--- src/hw/rtl/qrs_pkg.sv ---
`default_nettype none
// ----------------------------------------------------------------------------
// qrs_pkg
// Shared widths, payload types and root kind codes of the quadratic root
// solver.
// ----------------------------------------------------------------------------
package qrs_pkg;

  localparam int COEF_WIDTH  = 16;
  localparam int ROOT_WIDTH  = 32;

  localparam int SQRT_SHIFT  = 16;
  localparam int NEGB_SHIFT  = 8;
  localparam int QUOT_SHIFT  = 7;

  localparam int DISC_W      = 2 * COEF_WIDTH + 2;
  localparam int MAG_W       = 2 * COEF_WIDTH + 1;
  localparam int SQIN_W      = MAG_W + SQRT_SHIFT;
  localparam int SQRT_W      = (SQIN_W + 1) / 2;
  localparam int NEGB_W      = COEF_WIDTH + NEGB_SHIFT + 1;
  localparam int NUM_W       = ((NEGB_W > SQRT_W + 1) ? NEGB_W : SQRT_W + 1) + 1;
  localparam int DVD_W       = NUM_W - 1 + QUOT_SHIFT;
  localparam int DEN_W       = COEF_WIDTH;
  localparam int CMP_W       = ((DVD_W > ROOT_WIDTH) ? DVD_W : ROOT_WIDTH) + 1;

  typedef enum logic [1:0] {
    KIND_TWO     = 2'd0,
    KIND_DOUBLE  = 2'd1,
    KIND_COMPLEX = 2'd2,
    KIND_DEGEN   = 2'd3
  } root_kind_e;

  typedef struct packed {
    logic signed [COEF_WIDTH-1:0] coef_a;
    logic signed [COEF_WIDTH-1:0] coef_b;
    logic signed [COEF_WIDTH-1:0] coef_c;
  } in_t;

  typedef struct packed {
    root_kind_e                   root_kind;
    logic signed [ROOT_WIDTH-1:0] first_real;
    logic signed [ROOT_WIDTH-1:0] second_real;
    logic signed [ROOT_WIDTH-1:0] imag_part;
    logic                         saturated;
  } out_t;

  typedef struct packed {
    root_kind_e                   root_kind;
    logic signed [COEF_WIDTH-1:0] coef_a;
    logic signed [COEF_WIDTH-1:0] coef_b;
    logic        [MAG_W-1:0]      mag;
  } disc_t;

endpackage
`default_nettype wire

--- src/hw/rtl/qrs_div.sv ---
`default_nettype none
// ----------------------------------------------------------------------------
// qrs_div
// Pipelined restoring unsigned divider, one quotient bit per stage.
// ----------------------------------------------------------------------------
module qrs_div import qrs_pkg::*; (
  input  wire logic             clk_i,
  input  wire logic             en_i,
  input  wire logic [DVD_W-1:0] dvd_i,
  input  wire logic [DEN_W-1:0] den_i,
  output logic      [DVD_W-1:0] quot_o
);

  logic [DEN_W-1:0] rem_q  [DVD_W];
  logic [DVD_W-1:0] work_q [DVD_W];
  logic [DEN_W-1:0] den_q  [DVD_W];

  for (genvar k = 0; k < DVD_W; k++) begin : g_stage
    logic [DEN_W-1:0] rem_in, den_in, rem_d;
    logic [DVD_W-1:0] work_in, work_d;
    logic [DEN_W:0]   trial;
    logic             qbit;

    if (k == 0) begin : g_first
      assign rem_in  = '0;
      assign work_in = dvd_i;
      assign den_in  = den_i;
    end else begin : g_next
      assign rem_in  = rem_q[k-1];
      assign work_in = work_q[k-1];
      assign den_in  = den_q[k-1];
    end

    always_comb begin
      trial = {rem_in, work_in[DVD_W-1]};
      qbit  = trial >= {1'b0, den_in};
      rem_d = qbit ? DEN_W'(trial - {1'b0, den_in}) : DEN_W'(trial);
      work_d = {work_in[DVD_W-2:0], qbit};
    end

    always_ff @(posedge clk_i) begin
      if (en_i) begin
        rem_q[k]  <= rem_d;
        work_q[k] <= work_d;
        den_q[k]  <= den_in;
      end
    end
  end

  assign quot_o = work_q[DVD_W-1];

endmodule
`default_nettype wire

--- config.mk ---
export PLATFORM = sky130hd
export DESIGN_NAME = qrs_div
export DESIGN_NICKNAME = d
export VERILOG_FILES = /design/src/hw/rtl/qrs_pkg.sv /design/src/hw/rtl/qrs_div.sv
export SDC_FILE = /design/constraint.sdc
export NUM_CORES = 2
export LEC_CHECK = 0
export ABC_AREA = 0
export ABC_CLOCK_PERIOD_IN_PS = 4100
export BUFFER_PORTS_ARGS = -buffer_cell sky130_fd_sc_hd__buf_2
export CAP_MARGIN = 40
export CORE_ASPECT_RATIO = 1.25
export CORE_MARGIN = 2
export CORE_UTILIZATION = 50
export DETAILED_ROUTE_END_ITERATION = 6
export MAX_ROUTING_LAYER = met4
export PLACE_DENSITY = 0.65
export SYNTH_ARGS = -nofsm -noshare
export SYNTH_HDL_FRONTEND = slang
export SYNTH_SLANG_ARGS = --single-unit
--- constraint.sdc ---
create_clock -name clk_i -period 4.1 [get_ports clk_i]
set_clock_uncertainty 0.15 [all_clocks]
set_input_delay 0.615 -clock clk_i [delete_from_list [all_inputs] [get_ports clk_i]]
set_output_delay 0.615 -clock clk_i [all_outputs]
set_load 0.01 [all_outputs]
Word-level counts from Yosys, hierarchy flattened. Memories as Yosys holds them, arrays and structs flattened. Cells that the tools add are included.

Bits in registers: 0. Latch bits: 0. Memory bits (writable): 2145. ROM bits: 0. Input bits: 51. Logic and storage cells: 104. Memories: 3.

Memory list: work_q (depth 33, width 33, rd ports 33, clocked after memory_dff 0, write ports 33, line qrs_div.sv:15) `logic [DVD_W-1:0] work_q [DVD_W];`; den_q (depth 33, width 16, rd ports 32, clocked after memory_dff 0, write ports 33, line qrs_div.sv:16) `logic [DEN_W-1:0] den_q [DVD_W];`; rem_q (depth 33, width 16, rd ports 32, clocked after memory_dff 0, write ports 33, line qrs_div.sv:14) `logic [DEN_W-1:0] rem_q [DVD_W];`.

Add/sub/neg operators: 33. $mul: 0. Divide/modulo/power cells: 0. Order comparisons: 33. Eq/ne operators: 0. Shift-type cells: 0. Mux-type cells: 35. Bitwise gates (word level): 0. Reduce and logical (&&, ||, !) cells: 0.

Operators with widths (number): $ge A17 B16 Y1 (32); $mux W16 (33); $sub A16 B16 Y16 (32); $ge A1 B16 Y1 (1); $sub A1 B16 Y16 (1); $mux W1 (2).

Logic depth before layout (Yosys ltp). An unclocked memory read counts as a cell.

Word-level depth: 3. Mapped depth: 12. Mapped depth without buffers: 11.

Least setup slack after synthesis. Ideal clock, no wire load.

Path type: flip-flop to flip-flop. From: memory den_q[0][209] in the netlist's numbering. To: memory rem_q[0][232] in the netlist's numbering, data pin. Data arrival time: 2.889 ns. Required time: 3.688 ns. Slack: 0.799 ns. Cell stages (with the launch flop): 12. Path buffers: 1. Clock period less this slack: 3.301 ns. Path through: edfxtp_1 -> inv_1 -> ha_1 -> nor2b_1 -> o31a_1 -> o31ai_2 -> and2b_1 -> o21ai_1 -> o2111a_1 -> a2111oi_4 -> buf_6 -> mux2_1.

RTL lines (line): from (decl) (qrs_div.sv:16); to (decl) (qrs_div.sv:14).

==> qor.yml <==
drc_errors: 0
power_w: 0.0765
grt.overflow.total: 0
layout_common_cells: "edfxtp_1 (2113), inv_1 (658), ha_1 (514)"
synth.distinct_cells: 79
hold_violations: 0
cp-end-kind: "flop"
drive_gt1_share_pct: 12.1
antenna_found_initial: 1
fillerInstances: 14900
path_class: "flop to flop"
syn_inst: 6490
via_per_inst: 5.36
ys_ff_latch: 2113
syn_to_final_growth_pct: 12.1
status: "finished, final reports clean"
cp_slowest_cell: "o21ai_0"
antenna_left: 0
std_cell_rows: 177
critPathBufInv: 1
crit_arrival_ps: 4030
root_buffer: "clkbuf_16"
drv_cap: 0
start_kind: "flop"
dr.pass1.iters: 5
synth_edf_count: 2113
yosys_most_used_dff: "edfxtp_1"
tns_ps: 0
post_cts_buffers: 0
dp_cells: 9086
clk_pin_slew_ps: 60
htreeDepth: 4
ir_drop_mv: 0.505
io_pins: 84
rsz0062_at_grt: "false"
path_cells: "ha_1 -> nand3_1 -> o21ai_0 -> a21oi_1 -> o21ai_0 -> o21ai_0 -> a31oi_2 -> buf_4 -> mux2_2"
ys.warnings.count: 0
slew_viol_final: 0
grt_pass1_vias: 51300
die_height_um: 489
worstMarginPinSlew_ps: 967
cp_common_cell: "o21ai_0"
routedWlPerCell_um: 17.7
synthArstFlopShare_pct: 0
final_common_cell: "edfxtp_1"
dp_hpwl_um: 118000
r2r_slack_ps: 500
io_buffer_count: 83
hold_path_class: "input port to flop"
cp_top_family: "compound AO/OA/AOI/OAI gates"
cts_buffer_depth: 3
stdcell_count: 9513
gp_congestion: 0.869
grt_pass1_wl_um: 270000
cp_max_fo: 17
cts_sinks: 2113
seq_area_frac_synth_pct: 67.5
powerDensity_nw_per_um2: 727
grtUsageTotal_pct: 18.2
fmax_mhz: 278
die_x_um: 392
clk_latency_ps: 830
cts_tree: "built"
timing.slew.headroom_pct: 35.5
dr_total_vias: 51000
final.min_clock_period_ps: 3600
multiInputGateArea_um2: 27800
syn-cell-area_um2: 94000
start_util_pct: 50.4
cp.required_ps: 4530
critical-path-max-stage-delay_ps: 560
cts_resized: 0
drt-initial-drc-count: 2741
regArea_um2: 63500
fin_crit_sh_pct: 87.8
grt_max_degree: 182
synth_area_per_cell_um2: 14.5
drt_wl_total_um: 168000
setup_viol: 0
syn-num-nets: 7086
coreArea_um2: 186000
design.die.area_um2: 191000
leakagePower_nw: 40.3
nets: 7433
cts_made_buffers: 207
-- worst reg2reg max path: cells and delay by family (launching register included) --
kind            cells  cell delay (ps)
fa+ha+maj           1              380
buf+inv             1              300
flops               1              400
simple gates        1              170
mux                 1              400
compound gates      5             1570
-- cell type report --
class | instances | share of cell area, %
clock inverter | 136 | 1.41
sequential | 2113 | 60.2
inverter | 658 | 2.34
antenna | 1 | 0.00238
timing repair buffer | 205 | 1.57
multi-input combinational | 3652 | 26.3
clock buffer | 242 | 5.12
tap | 2506 | 2.98
-- sequential cells by signal (all words and copies together), names as in the netlist --
signal,cells
den_q,512
rem_q,512
work_q,1089
-- layer usage --
| metal | up-vias | GRT usage [%] | wire length [µm] |
|---|---|---|---|
| met4 | 0 | 6.77 | 6080 |
| met5 | - | - | 0 |
| met1 | 24800 | 20.5 | 67700 |
| met3 | 369 | 2.68 | 5230 |
| met2 | 860 | 32.6 | 89400 |
| li1 | 25000 | - | - |
-- synth_stat cells (69+ instances only) --
cell type / n / area share [%]
inv_1: 658 / 2.6
a21oi_1: 342 / 1.8
edfxtp_1: 2113 / 68
nor2_1: 358 / 1.4
mux2_2: 315 / 3.8
a21o_1: 108 / 0.86
xnor2_1: 223 / 2.1
ha_1: 514 / 6.8
nor2b_1: 86 / 0.57
xor2_1: 110 / 1.0
nand2_1: 252 / 1.0
o21ai_0: 261 / 1.4
nand4_1: 69 / 0.46
o21a_1: 88 / 0.70
nand3_1: 76 / 0.40
nor3_1: 102 / 0.54
-- final timing paths --
check,to,cells past startpoint,start
max,rem_q[0][456],9,rem_q[0][434]
min,rem_q[0][0],3,dvd_i[32]
max reg2reg,rem_q[0][456],9,rem_q[0][434]
min reg2reg,work_q[0][819],0,work_q[0][785]
-- kinds of logic (layout without fill, tap and decap cells) --
kind of cell,Yosys count,in the layout,synth area share (%)
simple gates,1214,1214,6.32
other cells,0,1,0
xor+xnor,333,333,3.10
fa+ha+maj,545,545,7.51
compound gates,1179,1179,8.10
flops,2113,2113,67.5
mux,381,381,4.49
buf+inv,725,1241,2.95
-- what timing repair did --
item | in CTS | in global routing
endpoints found under the hold margin | 48 | 0
hold buffers | 48 | 0
endpoints found under the setup margin | 0 | 0
-- report_power, final --
group / leakage [nW] / internal, W / switching, W
logic: 16.3 / 0.0122 / 0.0137
clock network: 3.35 / 0.0112 / 0.00794
registers: 20.6 / 0.0294 / 0.00212
total: 40.3 / 0.0528 / 0.0238
-- through the flow --
| stage | setup slack [ps] | area [µm²] | utilization (%) | hold WS, ps |
|---|---|---|---|---|
| 3_3_place_gp | 558 | 98000 | 52.5 | 250 |
| 6_report | 501 | 105000 | 56.5 | 111 |
| 2_1_floorplan | 799 | 94000 | - | 250 |
| 3_5_place_dp | 563 | 98000 | 52.5 | 255 |
| 4_1_cts | 541 | 105000 | 56.5 | 49.4 |
| 5_1_grt | 270 | 105000 | 56.5 | 71.0 |
No activity file was read; power rests on OpenSTA's default activity.
