## config.mk

```make
export PLATFORM = sky130hd
export DESIGN_NAME = qrs_disc
export DESIGN_NICKNAME = d
export VERILOG_FILES = /design/src/hw/rtl/qrs_pkg.sv /design/src/hw/rtl/qrs_disc.sv
export SDC_FILE = /design/constraint.sdc
export NUM_CORES = 2
export LEC_CHECK = 0
export BUFFER_PORTS_ARGS = -buffer_cell sky130_fd_sc_hd__buf_2
export CELL_PAD_IN_SITES_DETAIL_PLACEMENT = 0
export CELL_PAD_IN_SITES_GLOBAL_PLACEMENT = 1
export CORE_MARGIN = 1.5
export CORE_UTILIZATION = 35
export DETAILED_ROUTE_END_ITERATION = 16
export MAX_ROUTING_LAYER = met4
export PLACE_DENSITY = 0.71
export SLEW_MARGIN = 40
export SYNTH_ARGS = -nofsm -noshare
export SYNTH_HDL_FRONTEND = slang
export SYNTH_SLANG_ARGS = --single-unit
export TNS_END_PERCENT = 100
```

## constraint.sdc

```tcl
create_clock -name clk_i -period 7.6 [get_ports clk_i]
set_clock_uncertainty 0.1 [all_clocks]
set_input_delay 1.52 -clock clk_i [delete_from_list [all_inputs] [get_ports clk_i]]
set_output_delay 1.52 -clock clk_i [all_outputs]
set_load 0.01 [all_outputs]
```

## src/hw/rtl/qrs_pkg.sv

```systemverilog
`default_nettype none
// ----------------------------------------------------------------------------
// qrs_pkg
// Shared widths, payload types and root kind codes of the quadratic root
// solver.
// ----------------------------------------------------------------------------
package qrs_pkg;

  localparam int COEF_WIDTH  = 16;
  localparam int ROOT_WIDTH  = 32;

  localparam int SQRT_SHIFT  = 16;
  localparam int NEGB_SHIFT  = 8;
  localparam int QUOT_SHIFT  = 7;

  localparam int DISC_W      = 2 * COEF_WIDTH + 2;
  localparam int MAG_W       = 2 * COEF_WIDTH + 1;
  localparam int SQIN_W      = MAG_W + SQRT_SHIFT;
  localparam int SQRT_W      = (SQIN_W + 1) / 2;
  localparam int NEGB_W      = COEF_WIDTH + NEGB_SHIFT + 1;
  localparam int NUM_W       = ((NEGB_W > SQRT_W + 1) ? NEGB_W : SQRT_W + 1) + 1;
  localparam int DVD_W       = NUM_W - 1 + QUOT_SHIFT;
  localparam int DEN_W       = COEF_WIDTH;
  localparam int CMP_W       = ((DVD_W > ROOT_WIDTH) ? DVD_W : ROOT_WIDTH) + 1;

  typedef enum logic [1:0] {
    KIND_TWO     = 2'd0,
    KIND_DOUBLE  = 2'd1,
    KIND_COMPLEX = 2'd2,
    KIND_DEGEN   = 2'd3
  } root_kind_e;

  typedef struct packed {
    logic signed [COEF_WIDTH-1:0] coef_a;
    logic signed [COEF_WIDTH-1:0] coef_b;
    logic signed [COEF_WIDTH-1:0] coef_c;
  } in_t;

  typedef struct packed {
    root_kind_e                   root_kind;
    logic signed [ROOT_WIDTH-1:0] first_real;
    logic signed [ROOT_WIDTH-1:0] second_real;
    logic signed [ROOT_WIDTH-1:0] imag_part;
    logic                         saturated;
  } out_t;

  typedef struct packed {
    root_kind_e                   root_kind;
    logic signed [COEF_WIDTH-1:0] coef_a;
    logic signed [COEF_WIDTH-1:0] coef_b;
    logic        [MAG_W-1:0]      mag;
  } disc_t;

endpackage
`default_nettype wire

```

## src/hw/rtl/qrs_disc.sv

```systemverilog
`default_nettype none
// ----------------------------------------------------------------------------
// qrs_disc
// Two-stage discriminant: products b*b and a*c, then d = b*b - 4ac, its
// magnitude and the root kind.
// ----------------------------------------------------------------------------
module qrs_disc import qrs_pkg::*; (
  input  wire logic  clk_i,
  input  wire logic  rst_ni,
  input  wire logic  en_i,
  input  wire logic  valid_i,
  input  wire in_t   coef_i,
  output logic       valid_o,
  output disc_t      disc_o
);

  logic                           p_vld_q;
  logic signed [COEF_WIDTH-1:0]   p_a_q, p_b_q;
  logic signed [2*COEF_WIDTH-1:0] bb_q, ac_q;
  logic                           d_vld_q;
  disc_t                          disc_d, disc_q;
  logic signed [DISC_W-1:0]       disc;

  always_ff @(posedge clk_i or negedge rst_ni) begin
    if (!rst_ni) begin
      p_vld_q <= 1'b0;
      d_vld_q <= 1'b0;
    end else if (en_i) begin
      p_vld_q <= valid_i;
      d_vld_q <= p_vld_q;
    end
  end

  always_ff @(posedge clk_i) begin
    if (en_i) begin
      p_a_q  <= coef_i.coef_a;
      p_b_q  <= coef_i.coef_b;
      bb_q   <= (2*COEF_WIDTH)'(coef_i.coef_b) * (2*COEF_WIDTH)'(coef_i.coef_b);
      ac_q   <= (2*COEF_WIDTH)'(coef_i.coef_a) * (2*COEF_WIDTH)'(coef_i.coef_c);
      disc_q <= disc_d;
    end
  end

  always_comb begin
    disc          = DISC_W'(bb_q) - (DISC_W'(ac_q) <<< 2);
    disc_d.coef_a = p_a_q;
    disc_d.coef_b = p_b_q;
    disc_d.mag    = disc[DISC_W-1] ? MAG_W'(-disc) : MAG_W'(disc);
    if (p_a_q == '0) begin
      disc_d.root_kind = KIND_DEGEN;
    end else if (disc[DISC_W-1]) begin
      disc_d.root_kind = KIND_COMPLEX;
    end else if (disc == '0) begin
      disc_d.root_kind = KIND_DOUBLE;
    end else begin
      disc_d.root_kind = KIND_TWO;
    end
  end

  assign valid_o = d_vld_q;
  assign disc_o  = disc_q;

endmodule
`default_nettype wire

```

### Word level (Yosys, flattened, before mapping)

Cells that the tools add are included.

* flip-flop bits (word level): 165
* input bits: 52
* output and inout port bits: 68
* word-level logic and storage cells: 21

* add/sub/neg operators: 2
* multiply operators: 2
* muxes and demuxes: 3
* reduce and logical (&&, ||, !) cells: 3

Operator list (count)
* multiplier 16 x 16 -> 32 bit: 2
* zero test 34 bit: 1
* subtractor 32 x 34 -> 34 bit: 1
* 2-to-1 mux 33 bit: 1
* negation 33 bit: 1
* zero test 16 bit: 1
* 2-to-1 mux 1 bit: 2
* OR reduction 2 bit: 1

### Longest topological paths before layout

* depth in word-level cells: 4
* mapped depth: 27
* depth with buffers taken out: 26

### Worst setup path before layout

Ideal clock, no wire load.

* kind: input to register
* start: input port coef_i[43] (netlist name)
* end: register ac_q[30] (data pin)
* library setup time: 0.265 ns
* arrival time: 7.175 ns
* required time: 7.235 ns
* setup slack: 0.060 ns
* stages: 22
* buffers on the path: 1
* cell sequence: clkbuf_1 > nand2_1 > fa_1 > fa_1 > fa_1 > inv_1 > fa_1 > fa_1 > inv_1 > fa_1 > inv_1 > ha_1 > a21o_1 > a31o_2 > o21ai_0 > o22a_1 > o21ai_0 > o41ai_1 > o211ai_1 > a21oi_1 > o21ai_0 > xor2_1

* word-level cells in the longest chain between the ends: 1

RTL lines
* start, declared: line qrs_disc.sv:12 `input wire in_t coef_i,`
* multiplier 16 x 16 -> 32 bit: line qrs_disc.sv:39 `ac_q <= (2*COEF_WIDTH)'(coef_i.coef_a) * (2*COEF_WIDTH)'(coef_i.coef_c);`
* end signal, assigned: line qrs_disc.sv:39
* end, declared: line qrs_disc.sv:19 `logic signed [2*COEF_WIDTH-1:0] bb_q, ac_q;`

No other way between the ends.
A chain may end at the register's enable or synchronous reset.

### Worst setup path in the final report

* start: input port coef_i[37] (netlist name)
* end: register ac_q[31] (data pin)

Same word-level chain as after synthesis.

==> results.yml <==
job:
  maxCapViolCount: 0
floorplan:
  fp.coreArea_mm2: 0.0733
  die_x_um: 276
  boundaryPins: 120
  die_y_um: 276
  die_area_mm2: 0.0761
  rows: 99
  start_util_pct: 35.5
placed_design:
  dpl-instance-area_mm2: 0.0284
  portBuffers: 119
  gp_congestion: 0.857
  hpwl_mm: 49.9
global_routing:
  grt_util_met2_pct: 28.0
  grt_busiest_layer: "met2"
  grt_max_degree: 65
  grt_pass1_vias: 19507
  antenna_found_initial: 0
  track_usage_pct: 17.1
  met3_usage_pct: 2.90
  grt-ovfl-total: 0
  met1_usage_pct: 21.6
  grt_pass1_wl_mm: 98.4
synth:
  syn_area_mm2: 0.0261
  yosysMostFrequentCell: "inv_1"
  synth_edf_count: 160
  async_reset_ff_share_pct: 1.23
  syn_area_per_cell_um2: 10.0
  syn_inst: 2605
  yosys-top-cells-area: "fa_1 (38%), edfxtp_1 (18%), ha_1 (9.6%)"
  syn_nets: 3357
  synth_seq_cells: 162
  synthFlopType: "edfxtp_1"
  ys_warn_count: 0
  synth_top_area_share_pct: 38.3
  synth-seq-area-share_pct: 18.6
  netlist_top_cells_count: "inv_1 (664), fa_1 (499), nand2_1 (230)"
  yosysUniqueCellTypes: 66
  synth.largest_area_cell: "fa_1"
timing:
  max_slew_margin_pct: 49.3
  grt_setup_unrepaired: "no"
  slew_viol_final: 0
  worst_pin_slew_ns: 0.750
  min_period_over_period_pct: 95.0
  setup_viol: 0
  period_minus_slack_ns: 7.22
  fmax_mhz: 139
  hold_viol: 0
  whs_ns: 0.321
setup_path:
  cp.arrival_ns: 7.35
  reg2reg_slack_ns: 2.67
  end_kind: "flip-flop"
  start_kind: "primary input"
  worst-r2r-cell-count: 15
  cp_max_fo: 9
  required_ns: 7.73
  criticalPathCategory: "in2reg"
clocking:
  postCtsSetupBuffers: 0
  cts_sinks: 162
  cts_resized: 0
  htree_levels: 4
  cts_tree: "built"
  holdBufCountCts: 0
  clk_latency_ns: 0.48
  path_clk_slew_ns: 0.07
  cts_inserted_buffers: 17
  cts_root_buf: "clkbuf_16"
  clock_path_buffers: 2
detailed_routing:
  drt-vias-per-instance: 4.75
  ant_nets: 0
  vias: 17851
  drt_iter0_markers: 1025
  post_drt_wl_per_cell_um: 15.7
  dr.pass1.iters: 5
  drc_errors: 0
  totalWireLength_mm: 59.0
layout:
  final_nets: 3535
  final_area_mm2: 0.0291
  area_delta_synth_final_pct: 11.5
  diodes: 0
  drive_above_1_share_pct: 10.0
status:
  status: "finished, final reports clean"
min_path:
  worst_hold_path_type: "reg2reg"
  min_path_cells: 0
[logic make-up (layout without fill, tap and decap cells)]
group           Yosys count  count (layout)  synth area share [%]
fa+ha+maj               700             700                  48.0
simple gates            613             613                  11.6
mux                       3               3                 0.125
xor+xnor                138             138                  4.64
flops                   162             162                  18.6
compound gates          257             257                  6.38
buf+inv                 732             923                  10.6
[path summary, 6_finish.rpt]
kind | endpoint | start
max in group asynchronous | p_vld_q | rst_ni
worst max-delay path | ac_q[31] | coef_i[37]
worst min register to register | disc_o[37] | p_b_q[4]
min in group asynchronous | valid_o | rst_ni
worst min-delay path | disc_o[37] | p_b_q[4]
worst max register to register | disc_o[31] | bb_q[2]
[per-layer routing]
| metal | vias up | wire length (um) | part of all wire (%) |
|---|---|---|---|
| li1 | 8312 | - | - |
| met1 | 9132 | 25800 | 44 |
| met2 | 336 | 29000 | 49 |
| met3 | 71 | 2810 | 4.8 |
| met4 | 0 | 1350 | 2.3 |
| met5 | - | 0 | 0 |
[layout make-up]
class,count,area [um^2]
fillers,7270,44300
multi-input cells,1711,18500
well taps,959,1200
repair buffers,227,1430
clock buffers,18,429
inverters,664,2490
flip-flops and latches,162,4850
clock inverters,14,199
[metrics by stage]
| step | setup slack (ns) | utilization, % | instances | TNS, ns |
|---|---|---|---|---|
| 4_1_cts | 0.453 | 39.6 | 3755 | 0 |
| 3_5_place_dp | -0.0738 | 38.8 | 3723 | -0.277 |
| 5_1_grt | 0.115 | 39.6 | 3755 | 0 |
| 6_report | 0.382 | 39.6 | 3755 | 0 |
| 3_3_place_gp | -0.0370 | 38.8 | 3723 | -0.0497 |
| 2_1_floorplan | 0.0599 | - | 2605 | 0 |
[registers in the layout, indices dropped and copies added, names as in the netlist]
register,flops
p_b_q,16
ac_q,32
p_a_q,16
valid_o,1
p_vld_q,1
disc_o,66
bb_q,30
[layout by cell type (no fill, tap or decap), types with 3 or more instances in the layout]
| cell type | count |
|---|---|
| inv_1 | 664 |
| fa_1 | 499 |
| nand2_1 | 230 |
| ha_1 | 201 |
| and2_1 | 173 |
| edfxtp_1 | 160 |
| buf_2 | 118 |
| buf_4 | 106 |
| nor2_1 | 100 |
| xnor2_1 | 97 |
| a21oi_1 | 86 |
| xor2_1 | 40 |
| o21ai_0 | 40 |
| a21o_1 | 35 |
| o21bai_1 | 19 |
| nand3_1 | 18 |
| nand2b_1 | 17 |
| clkbuf_16 | 17 |
| o21a_1 | 16 |
| nor3_1 | 13 |
| nand4_1 | 12 |
| nor4_1 | 10 |
| a211oi_1 | 9 |
| a31oi_1 | 8 |
| nor2b_1 | 7 |
| and3_1 | 6 |
| o211ai_1 | 6 |
| or2_2 | 5 |
| a31o_2 | 5 |
| o2111ai_1 | 5 |
| nor3b_1 | 4 |
| o31ai_1 | 4 |
| o31a_1 | 3 |
| or3_1 | 3 |
| a221o_1 | 3 |
| nand3b_1 | 3 |
| inv_8 | 3 |
| bufinv_16 | 3 |
| inv_6 | 3 |
[critical path, cell delays in order]
cell	delay, ns
buf_2	0.16
buf_4	0.20
and2_1	0.19
fa_1	0.53
inv_1	0.05
fa_1	0.54
inv_1	0.06
fa_1	0.55
fa_1	0.46
fa_1	0.49
inv_1	0.05
fa_1	0.47
inv_1	0.04
ha_1	0.20
a21o_1	0.18
a21oi_1	0.29
o21a_1	0.18
o31ai_1	0.12
o21ai_0	0.32
nand3_1	0.12
o211ai_1	0.19
o2111ai_1	0.16
a21oi_1	0.19
xnor2_1	0.08
Power is left out: the tool's default activity adds up to more than one toggle a clock period on the data nets, which glitch-free logic cannot reach.
